## src/rtl/pwc_pkg.sv

```systemverilog
// Shared types, constants and byte helpers for the pattern window compare block.
package pwc_pkg;

   localparam int PATTERN_DEPTH = 256;
   localparam int ADDR_W        = $clog2(PATTERN_DEPTH);
   localparam int LEN_W         = $clog2(PATTERN_DEPTH + 1);
   localparam int QUEUE_DEPTH   = 4;
   localparam int QPTR_W        = $clog2(QUEUE_DEPTH);
   localparam int QCNT_W        = $clog2(QUEUE_DEPTH + 1);
   localparam int CSR_INDEX_W   = 3;
   localparam int CSR_DATA_W    = 1;
   localparam int MLEN_W        = 16;
   localparam int FCNT_W        = 32;

   localparam logic [7:0] SPACE_CHAR  = 8'h20;
   localparam logic [7:0] MASK_7BIT   = 8'h7f;
   localparam logic [7:0] MASK_8BIT   = 8'hff;
   localparam logic [7:0] CASE_OFFSET = 8'h20;

   localparam logic [CSR_INDEX_W-1:0] CSR_CASE_SENSITIVE   = 3'd0;
   localparam logic [CSR_INDEX_W-1:0] CSR_STRIP_PARITY     = 3'd1;
   localparam logic [CSR_INDEX_W-1:0] CSR_IGNORE_SPACE     = 3'd2;
   localparam logic [CSR_INDEX_W-1:0] CSR_WHOLE_WORD       = 3'd3;
   localparam logic [CSR_INDEX_W-1:0] CSR_SPACE_DELIMITED  = 3'd4;

   typedef enum logic [1:0] {
      OP_LOAD  = 2'd0,
      OP_START = 2'd1,
      OP_TEXT  = 2'd2,
      OP_END   = 2'd3
   } op_type;

   typedef enum logic [1:0] {
      PH_IDLE     = 2'd0,
      PH_MATCHING = 2'd1,
      PH_MATCHED  = 2'd2
   } phase_type;

   typedef struct packed {
      logic case_sensitive;
      logic strip_parity;
      logic ignore_space_runs;
      logic whole_word_check;
      logic space_delimited_words;
   } cfg_type;

   // one classified transaction as queued between front and back
   typedef struct packed {
      op_type     op;
      logic [7:0] data;        // raw byte for loads, masked/folded byte for text
      logic       first;
      logic       text_space;  // text byte at or below space
      logic       delim;       // text byte is a word delimiter
      logic       pre_ok;      // start: preceding byte check passed
   } cmd_type;

   function automatic logic [7:0] fold(input logic [7:0] c, input logic case_sens);
      logic [7:0] r;
      r = c;
      if (!case_sens && c >= 8'h61 && c <= 8'h7a) begin
         r = c - CASE_OFFSET;
      end
      return r;
   endfunction

   function automatic logic is_delim(input logic [7:0] c, input logic space_delim);
      logic alnum;
      alnum = (c >= 8'h61 && c <= 8'h7a) || (c >= 8'h41 && c <= 8'h5a) ||
              (c >= 8'h30 && c <= 8'h39);
      return space_delim ? (c <= SPACE_CHAR) : !alnum;
   endfunction

endpackage

```

## src/rtl/pattern_window_compare.sv

```systemverilog
// Top level of the pattern window compare block: CSRs, front end, queue and back end.
//
//   channel   direction  handshake            payload
//   req_      in         req_valid/req_stall  func, data_byte, byte_present, pattern_first
//   rsp_      out        rsp_valid/rsp_stall  found, match_length, finds_total
//   csr_      in         csr_wr_en            csr_index, csr_wr_data
//
// One transaction per cycle through a 4-entry command queue, unless the queue is full or
// the back end is held by a pattern space run or a held result; a result is loaded into
// the rsp_ output register at the edge its transaction leaves the queue.
// A pattern whitespace run (ignore_space_runs) is walked one pattern byte at a time
// through the single read port of the pattern memory; the back end pops no transaction
// while it walks the run.
// A held result blocks only transactions that produce another result.
// Synchronous active-high reset; pattern memory is not cleared.
module pattern_window_compare (
   input  logic                                  clock,
   input  logic                                  reset,
   input  logic                                  req_valid,
   output logic                                  req_stall,
   input  logic [1:0]                            req_func,
   input  logic [7:0]                            req_data_byte,
   input  logic                                  req_byte_present,
   input  logic                                  req_pattern_first,
   output logic                                  rsp_valid,
   input  logic                                  rsp_stall,
   output logic                                  rsp_found,
   output logic [pwc_pkg::MLEN_W-1:0]            rsp_match_length,
   output logic [pwc_pkg::FCNT_W-1:0]            rsp_finds_total,
   input  logic                                  csr_wr_en,
   input  logic [pwc_pkg::CSR_INDEX_W-1:0]       csr_index,
   input  logic [pwc_pkg::CSR_DATA_W-1:0]        csr_wr_data
);

   pwc_pkg::cfg_type cfg_ff, cfg_in;
   pwc_pkg::cmd_type front_cmd;
   pwc_pkg::cmd_type q_head;
   logic             q_empty, q_full, q_pop, q_push;

   always_comb begin
      cfg_in = cfg_ff;
      if (csr_wr_en) begin
         case (csr_index)
            pwc_pkg::CSR_CASE_SENSITIVE:  cfg_in.case_sensitive        = csr_wr_data[0];
            pwc_pkg::CSR_STRIP_PARITY:    cfg_in.strip_parity          = csr_wr_data[0];
            pwc_pkg::CSR_IGNORE_SPACE:    cfg_in.ignore_space_runs     = csr_wr_data[0];
            pwc_pkg::CSR_WHOLE_WORD:      cfg_in.whole_word_check      = csr_wr_data[0];
            pwc_pkg::CSR_SPACE_DELIMITED: cfg_in.space_delimited_words = csr_wr_data[0];
            default: begin
            end
         endcase
      end
   end

   always_ff @(posedge clock) begin
      if (reset) begin
         cfg_ff <= '0;
      end else begin
         cfg_ff <= cfg_in;
      end
   end

   assign req_stall = q_full;
   assign q_push    = req_valid && !q_full;

   pwc_front u_front (
      .cfg               (cfg_ff),
      .req_func          (req_func),
      .req_data_byte     (req_data_byte),
      .req_byte_present  (req_byte_present),
      .req_pattern_first (req_pattern_first),
      .cmd               (front_cmd)
   );

   pwc_queue u_queue (
      .clock    (clock),
      .reset    (reset),
      .push     (q_push),
      .push_cmd (front_cmd),
      .pop      (q_pop),
      .head     (q_head),
      .empty    (q_empty),
      .full     (q_full)
   );

   pwc_back u_back (
      .clock            (clock),
      .reset            (reset),
      .cfg              (cfg_ff),
      .head             (q_head),
      .q_empty          (q_empty),
      .pop              (q_pop),
      .rsp_valid        (rsp_valid),
      .rsp_stall        (rsp_stall),
      .rsp_found        (rsp_found),
      .rsp_match_length (rsp_match_length),
      .rsp_finds_total  (rsp_finds_total)
   );

endmodule

```

## src/rtl/pwc_front.sv

```systemverilog
// Front end: decodes an incoming transaction into a classified command.
module pwc_front (
   input  pwc_pkg::cfg_type cfg,
   input  logic [1:0]       req_func,
   input  logic [7:0]       req_data_byte,
   input  logic             req_byte_present,
   input  logic             req_pattern_first,
   output pwc_pkg::cmd_type cmd
);

   logic [7:0] masked;
   logic [7:0] folded;
   logic       masked_delim;

   always_comb begin
      masked       = req_data_byte & (cfg.strip_parity ? pwc_pkg::MASK_7BIT
                                                       : pwc_pkg::MASK_8BIT);
      folded       = pwc_pkg::fold(masked, cfg.case_sensitive);
      masked_delim = pwc_pkg::is_delim(masked, cfg.space_delimited_words);

      cmd.op         = pwc_pkg::op_type'(req_func);
      cmd.first      = req_pattern_first;
      cmd.text_space = (folded <= pwc_pkg::SPACE_CHAR);
      cmd.delim      = masked_delim;
      cmd.pre_ok     = req_byte_present ? masked_delim : 1'b1;
      case (cmd.op)
         pwc_pkg::OP_LOAD: begin
            cmd.data = req_data_byte;
         end
         default: begin
            cmd.data = folded;
         end
      endcase
   end

endmodule

```

## src/rtl/pwc_queue.sv

```systemverilog
// Small command FIFO that decouples the front end from the back end.
module pwc_queue (
   input  logic             clock,
   input  logic             reset,
   input  logic             push,
   input  pwc_pkg::cmd_type push_cmd,
   input  logic             pop,
   output pwc_pkg::cmd_type head,
   output logic             empty,
   output logic             full
);

   pwc_pkg::cmd_type                  entry_ff [pwc_pkg::QUEUE_DEPTH];
   logic [pwc_pkg::QPTR_W-1:0]        wr_ptr_ff, wr_ptr_in;
   logic [pwc_pkg::QPTR_W-1:0]        rd_ptr_ff, rd_ptr_in;
   logic [pwc_pkg::QCNT_W-1:0]        count_ff, count_in;

   assign empty = (count_ff == '0);
   assign full  = (count_ff == pwc_pkg::QCNT_W'(pwc_pkg::QUEUE_DEPTH));
   assign head  = entry_ff[rd_ptr_ff];

   always_comb begin
      wr_ptr_in = push ? wr_ptr_ff + 1'b1 : wr_ptr_ff;
      rd_ptr_in = pop  ? rd_ptr_ff + 1'b1 : rd_ptr_ff;
      count_in  = count_ff;
      if (push && !pop) begin
         count_in = count_ff + 1'b1;
      end else if (pop && !push) begin
         count_in = count_ff - 1'b1;
      end
   end

   always_ff @(posedge clock) begin
      if (reset) begin
         wr_ptr_ff <= '0;
         rd_ptr_ff <= '0;
         count_ff  <= '0;
      end else begin
         wr_ptr_ff <= wr_ptr_in;
         rd_ptr_ff <= rd_ptr_in;
         count_ff  <= count_in;
      end
   end

   always_ff @(posedge clock) begin
      if (push) begin
         entry_ff[wr_ptr_ff] <= push_cmd;
      end
   end

endmodule

```

## src/rtl/pwc_back.sv

```systemverilog
// Back end: pattern memory, match state machine, find counter and result register.
module pwc_back (
   input  logic                              clock,
   input  logic                              reset,
   input  pwc_pkg::cfg_type                  cfg,
   input  pwc_pkg::cmd_type                  head,
   input  logic                              q_empty,
   output logic                              pop,
   output logic                              rsp_valid,
   input  logic                              rsp_stall,
   output logic                              rsp_found,
   output logic [pwc_pkg::MLEN_W-1:0]        rsp_match_length,
   output logic [pwc_pkg::FCNT_W-1:0]        rsp_finds_total
);

   logic [7:0] pat_mem [pwc_pkg::PATTERN_DEPTH];
   logic [7:0] rd_data_ff;

   pwc_pkg::phase_type              phase_ff, phase_in;
   logic [pwc_pkg::LEN_W-1:0]       len_ff, len_in;
   logic [pwc_pkg::LEN_W-1:0]       idx_ff, idx_in;
   logic [pwc_pkg::LEN_W-1:0]       idx_next;
   logic [pwc_pkg::MLEN_W-1:0]      cons_ff, cons_in, cons_bump;
   logic                            pre_ok_ff, pre_ok_in;
   logic                            skip_sp_ff, skip_sp_in;
   logic                            run_ff, run_in;     // walking a pattern space run
   logic [pwc_pkg::FCNT_W-1:0]      finds_ff, finds_in;

   logic                            rsp_valid_ff, rsp_valid_in;
   logic                            rsp_found_ff, rsp_found_in;
   logic [pwc_pkg::MLEN_W-1:0]      rsp_len_ff, rsp_len_in;
   logic [pwc_pkg::FCNT_W-1:0]      rsp_total_ff, rsp_total_in;

   logic                            wr_en;
   logic [pwc_pkg::ADDR_W-1:0]      wr_addr;
   logic [pwc_pkg::LEN_W-1:0]       load_base;
   logic                            emit, hit, out_free;
   logic [7:0]                      pat_fold;
   logic                            pat_space;

   assign rsp_valid        = rsp_valid_ff;
   assign rsp_found        = rsp_found_ff;
   assign rsp_match_length = rsp_len_ff;
   assign rsp_finds_total  = rsp_total_ff;

   always_comb begin
      phase_in   = phase_ff;
      len_in     = len_ff;
      idx_in     = idx_ff;
      cons_in    = cons_ff;
      pre_ok_in  = pre_ok_ff;
      skip_sp_in = skip_sp_ff;
      run_in     = run_ff;
      pop        = 1'b0;
      emit       = 1'b0;
      hit        = 1'b0;
      wr_en      = 1'b0;
      load_base  = head.first ? '0 : len_ff;
      wr_addr    = load_base[pwc_pkg::ADDR_W-1:0];
      out_free   = !rsp_valid_ff || !rsp_stall;
      idx_next   = idx_ff + 1'b1;
      cons_bump  = (cons_ff != '1) ? cons_ff + 1'b1 : cons_ff;
      pat_fold   = pwc_pkg::fold(rd_data_ff, cfg.case_sensitive);
      pat_space  = (rd_data_ff <= pwc_pkg::SPACE_CHAR);

      if (run_ff) begin
         // rd_data_ff holds the pattern byte at idx_ff
         if (pat_space) begin
            idx_in = idx_next;
            if (idx_next >= len_ff) begin
               phase_in   = pwc_pkg::PH_MATCHED;
               skip_sp_in = 1'b0;
               run_in     = 1'b0;
            end
         end else begin
            run_in = 1'b0;
         end
      end else if (!q_empty) begin
         pop = 1'b1;
         case (head.op)
            pwc_pkg::OP_LOAD: begin
               if (load_base < pwc_pkg::LEN_W'(pwc_pkg::PATTERN_DEPTH)) begin
                  wr_en  = 1'b1;
                  len_in = load_base + 1'b1;
               end else begin
                  len_in = load_base;
               end
               phase_in   = pwc_pkg::PH_IDLE;
               skip_sp_in = 1'b0;
            end
            pwc_pkg::OP_START: begin
               idx_in     = '0;
               cons_in    = '0;
               skip_sp_in = 1'b0;
               pre_ok_in  = head.pre_ok;
               phase_in   = (len_ff == '0) ? pwc_pkg::PH_MATCHED : pwc_pkg::PH_MATCHING;
            end
            pwc_pkg::OP_END: begin
               if (phase_ff == pwc_pkg::PH_MATCHING) begin
                  emit = 1'b1;
               end else if (phase_ff == pwc_pkg::PH_MATCHED) begin
                  emit = 1'b1;
                  hit  = !cfg.whole_word_check || pre_ok_ff;
               end
            end
            default: begin
               if (phase_ff == pwc_pkg::PH_MATCHED) begin
                  emit = 1'b1;
                  hit  = !cfg.whole_word_check || (pre_ok_ff && head.delim);
               end else if (phase_ff == pwc_pkg::PH_MATCHING) begin
                  if (skip_sp_ff && head.text_space) begin
                     cons_in = cons_bump;
                  end else begin
                     skip_sp_in = 1'b0;
                     if (idx_ff >= len_ff) begin
                        emit = 1'b1;
                     end else if (cfg.ignore_space_runs && pat_space) begin
                        if (!head.text_space) begin
                           emit = 1'b1;
                        end else begin
                           idx_in  = idx_next;
                           cons_in = cons_bump;
                           if (idx_next >= len_ff) begin
                              phase_in = pwc_pkg::PH_MATCHED;
                           end else begin
                              skip_sp_in = 1'b1;
                              run_in     = 1'b1;
                           end
                        end
                     end else if (pat_fold != head.data) begin
                        emit = 1'b1;
                     end else begin
                        idx_in  = idx_next;
                        cons_in = cons_bump;
                        if (idx_next >= len_ff) begin
                           phase_in = pwc_pkg::PH_MATCHED;
                        end
                     end
                  end
               end
            end
         endcase

         if (emit) begin
            phase_in   = pwc_pkg::PH_IDLE;
            skip_sp_in = 1'b0;
         end

         // result slot busy: hold this transaction in the queue
         if (emit && !out_free) begin
            phase_in   = phase_ff;
            len_in     = len_ff;
            idx_in     = idx_ff;
            cons_in    = cons_ff;
            pre_ok_in  = pre_ok_ff;
            skip_sp_in = skip_sp_ff;
            run_in     = run_ff;
            pop        = 1'b0;
            emit       = 1'b0;
            hit        = 1'b0;
         end
      end

      finds_in     = finds_ff + pwc_pkg::FCNT_W'(hit);
      rsp_found_in = hit;
      rsp_len_in   = hit ? cons_ff : '0;
      rsp_total_in = finds_in;
      if (emit) begin
         rsp_valid_in = 1'b1;
      end else begin
         rsp_valid_in = rsp_valid_ff && rsp_stall;
      end
   end

   always_ff @(posedge clock) begin
      if (reset) begin
         phase_ff     <= pwc_pkg::PH_IDLE;
         len_ff       <= '0;
         idx_ff       <= '0;
         cons_ff      <= '0;
         pre_ok_ff    <= 1'b1;
         skip_sp_ff   <= 1'b0;
         run_ff       <= 1'b0;
         finds_ff     <= '0;
         rsp_valid_ff <= 1'b0;
      end else begin
         phase_ff     <= phase_in;
         len_ff       <= len_in;
         idx_ff       <= idx_in;
         cons_ff      <= cons_in;
         pre_ok_ff    <= pre_ok_in;
         skip_sp_ff   <= skip_sp_in;
         run_ff       <= run_in;
         finds_ff     <= finds_in;
         rsp_valid_ff <= rsp_valid_in;
      end
   end

   always_ff @(posedge clock) begin
      if (emit) begin
         rsp_found_ff <= rsp_found_in;
         rsp_len_ff   <= rsp_len_in;
         rsp_total_ff <= rsp_total_in;
      end
   end

   // read address follows the next compare index so the byte is ready next cycle
   always_ff @(posedge clock) begin
      if (wr_en) begin
         pat_mem[wr_addr] <= head.data;
      end
      rd_data_ff <= pat_mem[idx_in[pwc_pkg::ADDR_W-1:0]];
   end

endmodule

```

## config.mk

```make
export PLATFORM = sky130hd
export DESIGN_NAME = pattern_window_compare
export DESIGN_NICKNAME = d
export VERILOG_FILES = /design/src/rtl/pwc_pkg.sv /design/src/rtl/pattern_window_compare.sv /design/src/rtl/pwc_front.sv /design/src/rtl/pwc_queue.sv /design/src/rtl/pwc_back.sv
export SDC_FILE = /design/constraint.sdc
export NUM_CORES = 2
export LEC_CHECK = 0
export ABC_AREA = 1
export BUFFER_PORTS_ARGS = -buffer_cell sky130_fd_sc_hd__buf_2
export CORE_ASPECT_RATIO = 0.8
export CORE_UTILIZATION = 64
export DETAILED_ROUTE_END_ITERATION = 8
export PLACE_DENSITY_LB_ADDON = 0.3
export SLEW_MARGIN = 20
export SYNTH_ARGS = -nofsm -noshare
export SYNTH_HDL_FRONTEND = slang
export SYNTH_SLANG_ARGS = --single-unit
```

## constraint.sdc

```tcl
create_clock -name clock -period 9.7 [get_ports clock]
set_clock_uncertainty 0.05 [all_clocks]
set_input_delay 0 -clock clock [delete_from_list [all_inputs] [get_ports clock]]
set_output_delay 0 -clock clock [all_outputs]
set_load 0.01 [all_outputs]
```

Word-level counts from Yosys, hierarchy flattened
Memory sizes are Yosys's and may differ from the RTL's. A register that Yosys moved wholly into a read port is not among the register bits. Cells that the tools add are included.

Order comparisons: 14. Shift-type cells: 0. Mux-type cells: 104. $add $sub $neg: 10. Bitwise operators: 5. Equal/unequal tests: 33. Div/mod/pow operators: 0. Reductions and logical operators: 53. Multipliers: 0.

Operators by type and width (number): two-way mux 16 bit (8); two-way mux 9 bit (13); two-way mux 1 bit (55); adder 32 x 1 -> 32 bit (1); less-or-equal comparator 8 x 6 -> 1 bit (second input constant) (4); two-way mux 2 bit (16); two-way mux 8 bit (4); one-hot mux 16 bit (2 select lines) (1); greater-or-equal comparator 8 x 7 -> 1 bit (second input constant) (3); less-or-equal comparator 8 x 7 -> 1 bit (second input constant) (3); AND reduction 10 bit (2); adder 9 x 1 -> 9 bit (second input constant) (2); greater-or-equal comparator 9 bit (2); one-hot mux 9 bit (2 select lines) (1); adder 16 x 1 -> 16 bit (second input constant) (1); != test 16 bit (second input constant) (1); != test 4 x 2 -> 1 bit (second input constant) (4); subtractor 8 x 6 -> 8 bit (second input constant) (2); logical AND 1 bit (15); != test 5 x 4 -> 1 bit (second input constant) (3); != test 3 x 2 -> 1 bit (second input constant) (4); != test 6 x 4 -> 1 bit (second input constant) (2); AND reduction 2 bit (5); zero test 1 bit (9); 33 further kinds (58).

Output and inout port bits: 51. Register bits: 133. Word-level logic and storage cells: 242. Input bits: 21. ROM bits: 0. Bits in writable memories: 2104. Memories kept: 2. Bits in latches: 0.

Memory list: u_back.pat_mem (words 256, bits a word 8, rd ports 1, clocked after memory_dff 1, wr ports 1, RTL line pwc_back.sv:16) `logic [7:0] pat_mem [pwc_pkg::PATTERN_DEPTH];`; u_queue.entry_ff (words 4, bits a word 14, rd ports 1, clocked after memory_dff 1, wr ports 1, RTL line pwc_queue.sv:13) `pwc_pkg::cmd_type entry_ff [pwc_pkg::QUEUE_DEPTH];`.

Depth between registers and ports, before layout
Word-level depth: 21. Mapped depth: 46. Gate-level depth less buffers: 44.

Modules after synthesis
Synthesis repeated with hierarchy kept, for this count alone.

Cell total of the unflattened synthesis: 9192. Area, all modules: 98926.1 um^2.

Modules (own cells, without submodules): pwc_back (cells an instance 8857, area an instance 95614.2 um^2, sequential area each 64571.9 um^2, instances 1); pwc_queue (cells an instance 193, area an instance 2537.4 um^2, sequential area each 1861.8 um^2, instances 1); pwc_front (cells an instance 102, area an instance 520.5 um^2, sequential area each 0.0 um^2, instances 1); pattern_window_compare (cells an instance 40, area an instance 254.0 um^2, sequential area each 100.1 um^2, instances 1).

Least setup slack after synthesis
OpenSTA, ideal clock, no wires.

Path kind: reg-to-reg. Start: register (tool-made name). End: register u_back.rsp_total_ff (netlist bit u_back.rsp_finds_total[0]) (enable). Arrival time: 7.737 ns. Path slack: 1.394 ns. Setup time: 0.519 ns. Clock period less this slack: 8.306 ns. Data required time: 9.131 ns. Cell stages (with the launch flop): 17. Buffers on the path: 2. Path through: dfxtp_1 -> buf_6 -> buf_6 -> nand2_1 -> nand3_1 -> nand2_1 -> inv_1 -> nand2_1 -> nand2_1 -> nor2_1 -> nand2_2 -> nand2_4 -> nand3_2 -> nand2_1 -> nand2_2 -> nand2_1 -> nor3_1.

RTL lines: to (signal assigned) (RTL line pwc_back.sv:203) `rsp_total_ff <= rsp_total_in;`; to (decl) (RTL line pwc_back.sv:32) `logic [pwc_pkg::FCNT_W-1:0] rsp_total_ff, rsp_total_in;`.

==> results.sh <==
export IMPL_switching_share=0.325
export IMPL_core_um2=155000
export IMPL_h_tree_depth=4
export IMPL_timing_critical_path_mode_cell="nand2_1"
export IMPL_p_switching_uw=8890
export IMPL_required_ps=10230
export IMPL_clock_latency_ps=860
export IMPL_ys_warn_count=0
export IMPL_ir_worst_vdd_mv=0.372
export IMPL_r2r_cells=40
export IMPL_pin_count=72
export IMPL_fin_tns_setup_ps=0
export IMPL_hp_start="rsp_stall"
export IMPL_drc=0
export IMPL_cpPeakStageDelay_ps=990
export IMPL_clk_pin_slew_ps=60
export IMPL_clock_root_buffer="clkbuf_16"
export IMPL_crit_path_top_delay_cell="dfxtp_1"
export IMPL_mostFrequentLayoutCells="2153 x edfxtp_1, 1886 x nand3_1, 1856 x nand2_1, 1230 x inv_1, 580 x nand3b_1"
export IMPL_layout_commonest_cell="edfxtp_1"
export IMPL_yosysSeqAreaShare=0.667
export IMPL_grtUsageTotal=0.328
export IMPL_cts_path_max_buffers=3
export IMPL_synth_cell_types=49
export IMPL_final_nets=9157
export IMPL_syn_nets=9322
export IMPL_ys_async_sr_fraction=0
export IMPL_wl_met2_mm=117
export IMPL_worst_setup_path_start_kind="flip-flop"
export IMPL_gp_congestion=0.927
export IMPL_dpl_hpwl_mm=142
export IMPL_firstDrtPassIters=7
export IMPL_antenna_found_initial=8
export IMPL_area_delta_synth_final_pct=8.03
export IMPL_grt_max_degree=235
export IMPL_drive_above_1_share=0.0537
export IMPL_reg2reg_to="u_back.rsp_finds_total[30]$_DFFE_PP_"
export IMPL_avgSynthCellArea_um2=10.8
export IMPL_min_to="u_back.rsp_valid$_SDFF_PP0_"
export IMPL_worst_slew_pin_slew_ps=1230
export IMPL_p_leak_uw=0.0417
export IMPL_crit_type="flip-flop to flip-flop"
export IMPL_met1_length_mm=100
export IMPL_postSynthCellCount=9258
export IMPL_antenna_left=0
export IMPL_synth_edff_count=2153
export IMPL_finalCritPeriodShare=0.787
export IMPL_reg2reg_slack_ps=2060
export IMPL_wl_mm=260
export IMPL_rsz0062_at_grt="false"
export IMPL_power_density_nw_per_um2=254
export IMPL_worst_path_max_fanout=150
export IMPL_die_area_um2=158000
export IMPL_ys_ff_latch=2247
export IMPL_fin_util=0.697
export IMPL_dieWidth_um=443
export IMPL_synth_ff_type="edfxtp_1"
export IMPL_route_met3_wl_mm=32.4
export IMPL_grt_pass1_vias=66800
export IMPL_dp_cells=10900
export IMPL_top_layer="met5"
export IMPL_cts_sinks=2247
export IMPL_stdcell_count=11300
export IMPL_drv_cap=0
export IMPL_setup_violations=0
export IMPL_start_util=0.645
export IMPL_fin_crit_ps=7640
export IMPL_syn_area_um2=99800
export IMPL_hold_viol=0
export IMPL_wl_per_cell_um=23.0
export IMPL_maxSlewHeadroom=0.176
export IMPL_status="completed"
export IMPL_whs_path_depth=5
export IMPL_via_per_inst=6.18
export IMPL_final_max_slew_viol_count=0
export IMPL_power_frac_clock=0.296
export IMPL_drt_iter0_markers=11000
export IMPL_grt_overflow_total=0
export IMPL_grt_pass1_wl_mm=394
export IMPL_internal_power_uw=18500
export IMPL_cts_tree="built"
export IMPL_numCtsBuffers=204
export IMPL_worstSetupEndpointType="flip-flop"
export IMPL_pwr_share_comb=0.239
export IMPL_fmax_mhz=131
export IMPL_vias=69900
export IMPL_row_count=129
export IMPL_p_seq_frac=0.465
export IMPL_worstPathArrival_ps=8170
export IMPL_hp_class="input pin to flip-flop"
export IMPL_fp_dieH_um=355
export IMPL_port_buffers=71
cell usage after synthesis, types with 4 or more instances:
library cell,instances,share of area
buf_4,75,0.0056
buf_6,33,0.0037
nand4_1,21,0.0013
o21ai_0,42,0.0021
o21ai_1,4,0.00020
buf_1,15,0.00056
nand3_1,1886,0.095
a211oi_1,5,0.00038
edfxtp_1,2153,0.65
nand3b_1,580,0.044
or2_2,6,0.00038
dfxtp_1,94,0.019
buf_2,291,0.015
clkbuf_1,151,0.0057
nand2_1,1873,0.070
nor3_1,54,0.0027
nor4_1,11,0.00069
a31oi_1,6,0.00038
o211ai_1,120,0.0090
nand2_2,8,0.00050
nor2_1,413,0.016
inv_1,1239,0.047
a21oi_1,64,0.0032
inv_2,8,0.00030
ha_1,42,0.0053
xor2_1,19,0.0017
o22ai_1,4,0.00025
nand3_2,6,0.00060
a22oi_1,5,0.00038
layout make-up:
type                            instances  area (um2)
Sequential cell                      2247       66500
Multi-Input combinational cell       5197       25700
Timing Repair Buffer                  195        1620
Clock inverter                        106        1140
Tap cell                             2030        2540
Antenna cell                            7        17.5
Fill cell                           10600       46800
Clock buffer                          276        5500
Inverter                             1248        4780
cells by family after synthesis:
kind of cell,synth area share
simple gates,0.231
flops,0.667
buf+inv,0.0773
compound gates,0.0176
fa+ha+maj,0.00547
xor+xnor,0.00176
worst max-delay path by stage:
| stage | endpoint | start | slack (ps) | cells past startpoint |
|---|---|---|---|---|
| after floorplan | u_back.rsp_finds_total[0]$_DFFE_PP_ | flip-flop | 1390 | 16 |
| after global placement | u_back.rsp_finds_total[30]$_DFFE_PP_ | flip-flop | 2230 | 42 |
| after detailed placement | u_back.rsp_finds_total[30]$_DFFE_PP_ | flip-flop | 2160 | 42 |
| after CTS | u_back.rsp_finds_total[30]$_DFFE_PP_ | flip-flop | 2110 | 40 |
| after global routing | u_back.finds_ff[30]$_SDFF_PP0_ | flip-flop | 1270 | 42 |
| final | u_back.rsp_finds_total[30]$_DFFE_PP_ | flip-flop | 2060 | 40 |
critical path, delay by kind of cell (launching register included):
family / cells / cell delay (ps)
xor+xnor: 1 / 160
buf+inv: 7 / 1370
simple gates: 30 / 4380
flops: 1 / 990
fa+ha+maj: 2 / 370
metal layers:
layer,vias to the layer above,global-route usage
met5,-,0
li1,31200,-
met3,683,0.0693
met4,8,0.146
met2,4658,0.493
met1,33300,0.466
timing repair:
action                    4_1_cts  5_1_grt
resized for setup               0        0
setup buffers                   0        0
hold endpoints to repair      175        0
hold buffers                   44        0
metrics by stage:
stage | total power, uW | instance area (um2) | hold slack [ps] | setup WS (ps)
after global routing | 28100 | 108000 | 145 | 1270
after detailed placement | 19200 | 101000 | 171 | 2160
after CTS | 27200 | 108000 | 82.0 | 2110
after floorplan | 17100 | 99800 | 48.9 | 1390
final | 27400 | 108000 | 116 | 2060
after global placement | 19100 | 101000 | 165 | 2230
power by group through the flow:
stage	clock network, uW	registers (uW)	logic, uW
after global routing	8480	12700	6920
final	8110	12700	6530
after CTS	8130	12700	6360
after floorplan	0	13300	3810
after detailed placement	0	12900	6320
after global placement	0	12900	6180
state kept, by name (all words and copies together) (netlist names), named ones only:
name                     cells
cfg_ff                       5
u_back.cons_ff              16
u_back.finds_ff             32
u_back.idx_ff                9
u_back.len_ff                9
u_back.pat_mem            2048
u_back.phase_ff              2
u_back.pre_ok_ff             1
u_back.rd_data_ff            8
u_back.rsp_finds_total      32
u_back.rsp_found             1
u_back.rsp_match_length     16
u_back.rsp_valid             1
u_back.run_ff                1
u_back.skip_sp_ff            1
u_queue.count_ff             3
u_queue.entry_ff            56
u_queue.rd_ptr_ff            2
u_queue.wr_ptr_ff            2
No activity file was read; power rests on OpenSTA's default activity.
